`src/rtl/assert_macros.svh`:
```
// Assertion macros shared by the divisor enumerator RTL.
`ifndef ASSERT_MACROS_SVH
`define ASSERT_MACROS_SVH
`ifndef SYNTHESIS
`define DVE_ASSERT(lbl, clk, rst_n, prop, msg) \
  lbl: assert property (@(posedge clk) disable iff (!rst_n) prop) else $error(msg);
`define DVE_NEVER(lbl, clk, rst_n, cond, msg) \
  lbl: assert property (@(posedge clk) disable iff (!rst_n) !(cond)) else $error(msg);
`else
`define DVE_ASSERT(lbl, clk, rst_n, prop, msg)
`define DVE_NEVER(lbl, clk, rst_n, cond, msg)
`endif
`endif

```
`src/rtl/dve_pkg.sv`:
```
// Types and constants of the divisor enumerator.
`default_nettype none
package dve_pkg;

  localparam int CNT_W        = 6;
  localparam int MAX_RESULTS  = 48;
  localparam int COUNT_MAX    = 63;
  localparam int RESET_TARGET = 18;
  localparam int CFG_AW       = 3;
  localparam int CFG_DW       = 32;
  localparam logic REG_TARGET = 1'b0;

  typedef enum logic [1:0] {
    ST_IDLE,
    ST_DIV,
    ST_WAIT,
    ST_EMIT
  } seq_state_t;

  typedef struct packed {
    logic done;
    logic zero;
  } rem_stat_t;

endpackage
`default_nettype wire

```
`src/rtl/divisor_enumerator_top.sv`:
```
// Top level of the divisor enumerator: config register and unit wiring.
//
//  channel  direction  handshake             payload
//  in       request    in_valid/in_ready     in_value
//  out      result     out_valid/out_ready   out_divisor, out_count, out_last, out_match
//  cfg      APB write  cfg_psel/cfg_penable  target_count at byte address 0
//
// Every candidate from 1 to the value goes through the shared remainder unit,
// and each divisor sent out passes through the emit state; a zero value skips
// the division and sends one result.
// in_ready is high only between requests; a stalled output holds the next
// divisor in the sequencer. Synchronous reset, no clearing pass.
`default_nettype none
`include "assert_macros.svh"
module divisor_enumerator_top
  import dve_pkg::*;
#(
  parameter int VALUE_BITS = 12
) (
  input  wire logic                  clk,
  input  wire logic                  rst_n,
  input  wire logic                  in_valid,
  output logic                       in_ready,
  input  wire logic [VALUE_BITS-1:0] in_value,
  output logic                       out_valid,
  input  wire logic                  out_ready,
  output logic [VALUE_BITS-1:0]      out_divisor,
  output logic [CNT_W-1:0]           out_count,
  output logic                       out_last,
  output logic                       out_match,
  input  wire logic                  cfg_psel,
  input  wire logic                  cfg_penable,
  input  wire logic                  cfg_pwrite,
  input  wire logic [CFG_AW-1:0]     cfg_paddr,
  input  wire logic [CFG_DW-1:0]     cfg_pwdata,
  output logic [CFG_DW-1:0]          cfg_prdata,
  output logic                       cfg_pready
);

  logic [CNT_W-1:0]      target_r, target_nxt;
  logic                  cfg_wr;
  logic                  rem_start;
  logic [VALUE_BITS-1:0] rem_dividend;
  logic [VALUE_BITS-1:0] rem_divisor;
  rem_stat_t             rem_stat;

  assign cfg_pready = 1'b1;
  assign cfg_wr     = cfg_psel && cfg_penable && cfg_pwrite && cfg_pready;

  always_comb begin
    target_nxt = target_r;
    if (cfg_wr && (cfg_paddr[CFG_AW-1] == REG_TARGET)) begin
      target_nxt = cfg_pwdata[CNT_W-1:0];
    end
  end

  always_ff @(posedge clk) begin
    if (!rst_n) begin
      target_r <= CNT_W'(RESET_TARGET);
    end else begin
      target_r <= target_nxt;
    end
  end

  assign cfg_prdata = (cfg_paddr[CFG_AW-1] == REG_TARGET) ?
                      {{(CFG_DW - CNT_W){1'b0}}, target_r} : '0;

  dve_rem_unit #(
    .VALUE_BITS (VALUE_BITS)
  ) u_rem (
    .clk      (clk),
    .rst_n    (rst_n),
    .start    (rem_start),
    .dividend (rem_dividend),
    .divisor  (rem_divisor),
    .stat     (rem_stat)
  );

  dve_seq #(
    .VALUE_BITS (VALUE_BITS)
  ) u_seq (
    .clk          (clk),
    .rst_n        (rst_n),
    .in_valid     (in_valid),
    .in_ready     (in_ready),
    .in_value     (in_value),
    .target       (target_r),
    .rem_start    (rem_start),
    .rem_dividend (rem_dividend),
    .rem_divisor  (rem_divisor),
    .rem_stat     (rem_stat),
    .out_valid    (out_valid),
    .out_ready    (out_ready),
    .out_divisor  (out_divisor),
    .out_count    (out_count),
    .out_last     (out_last),
    .out_match    (out_match)
  );

  `DVE_ASSERT(a_busy_after_req, clk, rst_n, in_valid && in_ready |=> !in_ready, "ready after request")
  `DVE_NEVER(a_match_only_last, clk, rst_n, out_valid && !out_last && out_match, "match not on last")
  `DVE_NEVER(a_nonzero_count, clk, rst_n, out_valid && (out_divisor != '0) && (out_count == '0), "zero count")
  `DVE_ASSERT(a_cfg_write, clk, rst_n, cfg_wr && (cfg_paddr[CFG_AW-1] == REG_TARGET) |=> target_r == $past(cfg_pwdata[CNT_W-1:0]), "target not written")

endmodule
`default_nettype wire

```
`src/rtl/dve_rem_unit.sv`:
```
// Shared restoring remainder unit, one quotient bit per cycle.
`default_nettype none
module dve_rem_unit
  import dve_pkg::*;
#(
  parameter int VALUE_BITS = 12
) (
  input  wire logic                  clk,
  input  wire logic                  rst_n,
  input  wire logic                  start,
  input  wire logic [VALUE_BITS-1:0] dividend,
  input  wire logic [VALUE_BITS-1:0] divisor,
  output rem_stat_t                  stat
);

  localparam int STEP_W = $clog2(VALUE_BITS + 1);

  logic                  busy_r, busy_nxt;
  logic [STEP_W-1:0]     step_r, step_nxt;
  logic [VALUE_BITS:0]   rem_r, rem_nxt;
  logic [VALUE_BITS-1:0] sh_r, sh_nxt;
  logic [VALUE_BITS-1:0] div_r, div_nxt;
  logic [VALUE_BITS:0]   trial;
  logic [VALUE_BITS:0]   div_ext;

  assign trial   = {rem_r[VALUE_BITS-1:0], sh_r[VALUE_BITS-1]};
  assign div_ext = {1'b0, div_r};

  always_comb begin
    busy_nxt = busy_r;
    step_nxt = step_r;
    rem_nxt  = rem_r;
    sh_nxt   = sh_r;
    div_nxt  = div_r;
    if (start) begin
      busy_nxt = 1'b1;
      step_nxt = STEP_W'(VALUE_BITS);
      rem_nxt  = '0;
      sh_nxt   = dividend;
      div_nxt  = divisor;
    end else if (busy_r) begin
      if (step_r != '0) begin
        rem_nxt  = (trial >= div_ext) ? (trial - div_ext) : trial;
        sh_nxt   = {sh_r[VALUE_BITS-2:0], 1'b0};
        step_nxt = step_r - STEP_W'(1);
      end else begin
        busy_nxt = 1'b0;
      end
    end
  end

  always_ff @(posedge clk) begin
    if (!rst_n) begin
      busy_r <= 1'b0;
      step_r <= '0;
    end else begin
      busy_r <= busy_nxt;
      step_r <= step_nxt;
    end
    rem_r <= rem_nxt;
    sh_r  <= sh_nxt;
    div_r <= div_nxt;
  end

  assign stat.done = busy_r && (step_r == '0);
  assign stat.zero = (rem_r == '0);

endmodule
`default_nettype wire

```
`src/rtl/dve_seq.sv`:
```
// Candidate sequencer and result register of the divisor enumerator.
`default_nettype none
module dve_seq
  import dve_pkg::*;
#(
  parameter int VALUE_BITS = 12
) (
  input  wire logic                  clk,
  input  wire logic                  rst_n,
  input  wire logic                  in_valid,
  output logic                       in_ready,
  input  wire logic [VALUE_BITS-1:0] in_value,
  input  wire logic [CNT_W-1:0]      target,
  output logic                       rem_start,
  output logic [VALUE_BITS-1:0]      rem_dividend,
  output logic [VALUE_BITS-1:0]      rem_divisor,
  input  wire rem_stat_t             rem_stat,
  output logic                       out_valid,
  input  wire logic                  out_ready,
  output logic [VALUE_BITS-1:0]      out_divisor,
  output logic [CNT_W-1:0]           out_count,
  output logic                       out_last,
  output logic                       out_match
);

  seq_state_t            state_r, state_nxt;
  logic [VALUE_BITS-1:0] val_r, val_nxt;
  logic [VALUE_BITS-1:0] cand_r, cand_nxt;
  logic [CNT_W-1:0]      cnt_r, cnt_nxt;
  logic [CNT_W-1:0]      emit_n_r, emit_n_nxt;
  logic                  out_valid_r, out_valid_nxt;
  logic [VALUE_BITS-1:0] out_div_r;
  logic [CNT_W-1:0]      out_cnt_r;
  logic                  out_last_r;
  logic                  out_match_r;
  logic                  slot_free;
  logic                  is_final;
  logic                  keep;
  logic                  load;

  assign slot_free = !out_valid_r || out_ready;
  assign is_final  = (cand_r == val_r);
  assign keep      = rem_stat.zero &&
                     (is_final || (emit_n_r < CNT_W'(MAX_RESULTS - 1)));
  assign load      = (state_r == ST_EMIT) && slot_free;

  // next state
  always_comb begin
    state_nxt = state_r;
    case (state_r)
      ST_IDLE: begin
        if (in_valid) begin
          state_nxt = (in_value == '0) ? ST_EMIT : ST_DIV;
        end
      end
      ST_DIV: begin
        state_nxt = ST_WAIT;
      end
      ST_WAIT: begin
        if (rem_stat.done) begin
          state_nxt = keep ? ST_EMIT : ST_DIV;
        end
      end
      ST_EMIT: begin
        if (slot_free) begin
          state_nxt = is_final ? ST_IDLE : ST_DIV;
        end
      end
      default: state_nxt = ST_IDLE;
    endcase
  end

  // outputs to neighbors
  always_comb begin
    in_ready  = 1'b0;
    rem_start = 1'b0;
    case (state_r)
      ST_IDLE: in_ready  = 1'b1;
      ST_DIV:  rem_start = 1'b1;
      default: begin
        in_ready  = 1'b0;
        rem_start = 1'b0;
      end
    endcase
  end

  // datapath
  always_comb begin
    val_nxt    = val_r;
    cand_nxt   = cand_r;
    cnt_nxt    = cnt_r;
    emit_n_nxt = emit_n_r;
    case (state_r)
      ST_IDLE: begin
        if (in_valid) begin
          val_nxt    = in_value;
          cnt_nxt    = '0;
          emit_n_nxt = '0;
          cand_nxt   = (in_value == '0) ? '0 : VALUE_BITS'(1);
        end
      end
      ST_WAIT: begin
        if (rem_stat.done) begin
          if (rem_stat.zero && (cnt_r != CNT_W'(COUNT_MAX))) begin
            cnt_nxt = cnt_r + CNT_W'(1);
          end
          if (!keep) begin
            cand_nxt = cand_r + VALUE_BITS'(1);
          end
        end
      end
      ST_EMIT: begin
        if (slot_free && !is_final) begin
          emit_n_nxt = emit_n_r + CNT_W'(1);
          cand_nxt   = cand_r + VALUE_BITS'(1);
        end
      end
      default: begin
        cand_nxt = cand_r;
      end
    endcase
  end

  assign out_valid_nxt = load ? 1'b1 : (out_ready ? 1'b0 : out_valid_r);

  always_ff @(posedge clk) begin
    if (!rst_n) begin
      state_r     <= ST_IDLE;
      out_valid_r <= 1'b0;
      val_r       <= '0;
      cand_r      <= '0;
      cnt_r       <= '0;
      emit_n_r    <= '0;
    end else begin
      state_r     <= state_nxt;
      out_valid_r <= out_valid_nxt;
      val_r       <= val_nxt;
      cand_r      <= cand_nxt;
      cnt_r       <= cnt_nxt;
      emit_n_r    <= emit_n_nxt;
    end
    if (load) begin
      out_div_r   <= cand_r;
      out_cnt_r   <= cnt_r;
      out_last_r  <= is_final;
      out_match_r <= is_final && (cnt_r == target);
    end
  end

  assign rem_dividend = val_r;
  assign rem_divisor  = cand_r;
  assign out_valid    = out_valid_r;
  assign out_divisor  = out_div_r;
  assign out_count    = out_cnt_r;
  assign out_last     = out_last_r;
  assign out_match    = out_match_r;

endmodule
`default_nettype wire

```
`config.mk`:
```
export PLATFORM = sky130hd
export DESIGN_NAME = divisor_enumerator_top
export DESIGN_NICKNAME = d
export VERILOG_FILES = /design/src/rtl/dve_pkg.sv /design/src/rtl/divisor_enumerator_top.sv /design/src/rtl/dve_rem_unit.sv /design/src/rtl/dve_seq.sv
export VERILOG_INCLUDE_DIRS = /design/src /design/src/rtl
export SDC_FILE = /design/constraint.sdc
export NUM_CORES = 1
export LEC_CHECK = 0
export ABC_AREA = 1
export ABC_CLOCK_PERIOD_IN_PS = 2900
export BUFFER_PORTS_ARGS = -buffer_cell sky130_fd_sc_hd__buf_2
export CORE_MARGIN = 2
export CORE_UTILIZATION = 55
export DETAILED_ROUTE_END_ITERATION = 10
export HOLD_SLACK_MARGIN = 0.05
export PLACE_DENSITY = 0.79
export SLEW_MARGIN = 20
export SYNTH_ARGS = -nofsm -noshare
export SYNTH_HDL_FRONTEND = slang
export SYNTH_HIERARCHICAL = 1
export SYNTH_SLANG_ARGS = --single-unit
export TNS_END_PERCENT = 50
```
`constraint.sdc`:
```
create_clock -name clk -period 2.9 [get_ports clk]
set_clock_uncertainty 0.15 [all_clocks]
set_input_delay 0.58 -clock clk [delete_from_list [all_inputs] [get_ports clk]]
set_output_delay 0.58 -clock clk [all_outputs]
set_load 0.05 [all_outputs]
```
==> results by stage <==
Timing:
- Setup repair after global routing left no endpoint under its margin.
- The final count of negative-setup-slack endpoints is 0.
- The worst hold slack after final layout is approximately 260 ps.
- The fmax is 0.441 GHz.
- In this run the tightest slew margin relative to its limit is 0.568.
- The final-layout setup total negative slack is 0 ps.
- The actual transition at the worst max-transition pin is around 650 ps.
- The final max-slew violation count came to 0.
- The routed design could run at a clock period as short as 2270 ps.
- The number of failing hold endpoints at the final stage was 0.
- The post-route clock period utilization is 0.782.

Floorplan:
- The area of the core region is ~11000 um^2.
- The number of I/O pins is roughly 110.
- The die area is 12000 um^2.
- The initialized floorplan defines 38 standard-cell rows.
- The initial core utilization is 0.566.
- The die is approximately 110 um tall.
- In this run the horizontal extent of the chip is around 110 um.

Worst setup path:
- The required time of the worst setup path is approximately 3000 ps.
- For this design, the slowest cell found on the critical path is sky130_fd_sc_hd__dfxtp_1.
- The type of the worst setup path is flop to flop.
- The delay of the slowest cell on the worst path is around 690 ps.
- STA classifies the critical path startpoint as a flop.
- The critical path goes through inv_2, nor2_2, inv_2, or2_1, nand2_1, nor2_1, nand2_2, inv_2, nand2_1, nand2_1, nand2_1, nor2_1.
- Data arrives at the worst endpoint at ~2400 ps.
- The critical-path maximum fanout is 13.
- The type of element capturing the critical path is a flop.
- In this design, the critical path's most frequently occurring cell is sky130_fd_sc_hd__nand2_1.
- The worst setup slack for register-to-register paths is around 630 ps.

Clock tree:
- Clock-pin slew was measured on the worst setup and hold paths at between 100 and 150 ps.
- The clock passes through at most 2 buffers.
- The clock reaches the later pin of the worst-skew pair after roughly 380 ps.
- The total of hold buffers inserted after clock tree synthesis is 0.
- The clock tree from TritonCTS is yes.
- TritonCTS created 9 clock buffers.
- Post-CTS timing repair inserted 0 buffers for setup.
- The number of gates given a new drive strength after cts is 0.
- Counting every sink on the clock net gives ~110.
- In this run the clock root is driven by a sky130_fd_sc_hd__clkbuf_8.
- The level count of the clock H-tree is 3.

Route:
- In this run the remaining antenna-violating nets after routing total 0.
- The total vias in the final route is between 5000 and 6000.
- The total detailed-routing wirelength is between 10000 and 15000 um.
- The number of vias per cell after detailed routing is approximately 5.
- In the routed design, unresolved DRC markers number 0.
- The wire length per cell is between 10 and 15 um.
- The first routing iteration left roughly 380 violations.
- The first-pass detailed-route iteration total is 5.

Synth:
- By area the synthesized netlist is led by sky130_fd_sc_hd__edfxtp_1 (22%), sky130_fd_sc_hd__dfxtp_1 (21%), sky130_fd_sc_hd__nand2_1 (14%), sky130_fd_sc_hd__inv_1 (6.3%), sky130_fd_sc_hd__nor2_1 (5.2%).
- Counting flops and latches in the post-synthesis netlist gives roughly 110.
- A synthesized cell averages between 7 and 8 um^2.
- The sequential share of the synthesized area is 0.421.
- The library cell with the largest summed area after synthesis is sky130_fd_sc_hd__edfxtp_1.
- The synthesis warning total is 6.
- The area fraction of the dominant cell type after synthesis is 0.215.
- In the post-synthesis netlist, the cell with the most instances is sky130_fd_sc_hd__nand2_1.
- The share of flip-flops with an asynchronous set or reset after synthesis is 0.
- For this run, the leading register cell type out of synthesis is sky130_fd_sc_hd__dfxtp_1.
- The post-synth design cell area is 6130 um^2.
- By count the netlist is led by sky130_fd_sc_hd__nand2_1 (226), sky130_fd_sc_hd__inv_1 (103), sky130_fd_sc_hd__nor2_1 (85), sky130_fd_sc_hd__dfxtp_1 (63), sky130_fd_sc_hd__nand3_1 (50).
- The synthesized design contains 44 enable-type register cells.
- In the synthesized netlist, the number of instances is roughly 810.
- The netlist uses 51 different library cells.

Cells and area:
- The filler cell count in the final layout is 993.
- In the final layout, the share of cells above drive strength 1 is 0.154.
- The area growth from synthesis to layout is 8.41%.
- The net count of the finished layout is roughly 940.
- The final standard cell count with taps included and fillers excluded is between 1000 and 1500.
- The final antenna diode count is 0.
- The final non-filler cell area is about 6600 um^2.

Power and ir drop:
- The leakage power is around 3.1 nW.
- VDD sags by at most ~0.00067 V.
- Dividing total power by cell area gives a power density of between 800 and 900 nW/um^2.

Min path:
- The worst hold path belongs to the class input port to flop.

GRT:
- The first global-routing pass estimated between 20000 and 25000 um of wire.
- The global routing usage summed across all routing layers is 0.224.
- Summed over all layers, the global routing overflow is 0.
- The number of antenna violations at the first check in global routing is 0.
- Entering global routing, the biggest net connects 33 pins.
- The number of global-route vias before repair is approximately 4500.

Placed design:
- Routability-driven placement finished with a final weighted congestion of 0.924.
- In this run the tool buffered the top-level ports with 53 buffer cells.
- The placed wire-length estimate after detailed placement is ~10000 um.
- After detailed placement, the design holds a cell count of 995.
- In this run the cell area measured after placement is 6420 um^2.

Run status:
- The flow ran to the end, and the final reports show no timing, DRC or antenna violations.

Run:
- The tool flagged a number of max-cap violations equal to 0.
routing by layer:
layer,part of all wire,global-route usage,vias to the layer above,routed length (um)
li1,-,-,2639,-
met1,0.44,0.299,2375,5680
met2,0.49,0.371,143,6320
met3,0.055,0.0362,23,716
met4,0.022,0.0759,0,286
met5,0,0,-,0
logic make-up (layout without fill, tap and decap cells):
family                     after synthesis  in the layout  share of synthesized area
AOI/OAI and AO/OA                       76             76                     0.0690
xor gates and xnor gates                16             16                     0.0241
adders and majority gates               18             18                     0.0380
buffers and inverters                  163            197                      0.126
DFF                                    107            107                      0.421
other                                    2             27                    0.00122
and+or+nand+nor                        430            430                      0.321
critical path: cells and delay by family, from the launching register on:
family        cells  cell delay [ps]
buf+inv           3              350
flops             1              690
simple gates      9              990
final cells by class:
cell class                      instances  area, um^2  area share
Clock buffer                            9         124      0.0186
Clock inverter                          7         108      0.0162
Inverter                              119         448      0.0674
Multi-Input combinational cell        567        2880       0.433
Sequential cell                       107        2580       0.388
Tap cell                              140         175      0.0264
Timing Repair Buffer                   62         333      0.0501
where the power goes:
| group | switching, mW | leakage (nW) | internal (mW) | total, mW |
|---|---|---|---|---|
| Sequential | 0.305 | 0.930 | 2.02 | 2.32 |
| Clock | 0.573 | 0.114 | 0.431 | 1.00 |
| Combinational | 1.65 | 2.10 | 0.747 | 2.40 |
| Total | 2.53 | 3.14 | 3.20 | 5.73 |
layout by cell type, fill, tap and decap left out, drive strengths merged, types with 5 or more instances in the layout:
master,Yosys,layout
clkinv,5,9
conb,2,27
clkbuf,8,9
buf,36,62
o21ai,31,31
xor2,6,6
inv,114,116
nand2,238,238
nor2,95,95
nand4,15,15
nand3,60,60
ha,17,17
nand3b,5,5
xnor2,10,10
edfxtp,44,44
nor4,5,5
dfxtp,63,63
nor3,8,8
a21oi,36,36
final timing paths:
check,endpoint,start,depth (start not counted)
worst min register to register,u_rem/rem_r[10]$_SDFFE_PP0P_,u_rem/rem_r[10]$_SDFFE_PP0P_,2
worst min-delay path,target_r[4]$_SDFFE_PN1P_,cfg_pwdata[4],3
worst max-delay path,u_seq/cnt_r[3]$_SDFFE_PN0P_,u_seq/state_r[1]$_SDFFE_PN0P_,12
worst max register to register,u_seq/cnt_r[3]$_SDFFE_PN0P_,u_seq/state_r[1]$_SDFFE_PN0P_,12
through the flow:
stage / utilization / power [mW] / setup slack, ps
3_5_place_dp: 0.592 / 4.74 / 713
3_3_place_gp: 0.592 / 4.69 / 734
4_1_cts: 0.613 / 5.74 / 683
6_report: 0.613 / 5.73 / 633
5_1_grt: 0.613 / 6.13 / 522
2_1_floorplan: - / 4.20 / 444
flip-flops by register name, indices dropped and copies added (netlist names):
signal	flops
u_rem/sh_r	12
u_rem/rem_r	13
u_seq/cnt_r	6
u_rem/busy_r	1
u_rem/step_r	4
u_seq/out_count	6
u_seq/emit_n_r	6
u_rem/div_r	12
u_seq/out_match	1
u_seq/state_r	2
target_r	6
u_seq/out_valid	1
u_seq/rem_dividend	12
u_seq/out_last	1
u_seq/rem_divisor	12
u_seq/out_divisor	12
No activity file was read; power rests on OpenSTA's default activity.
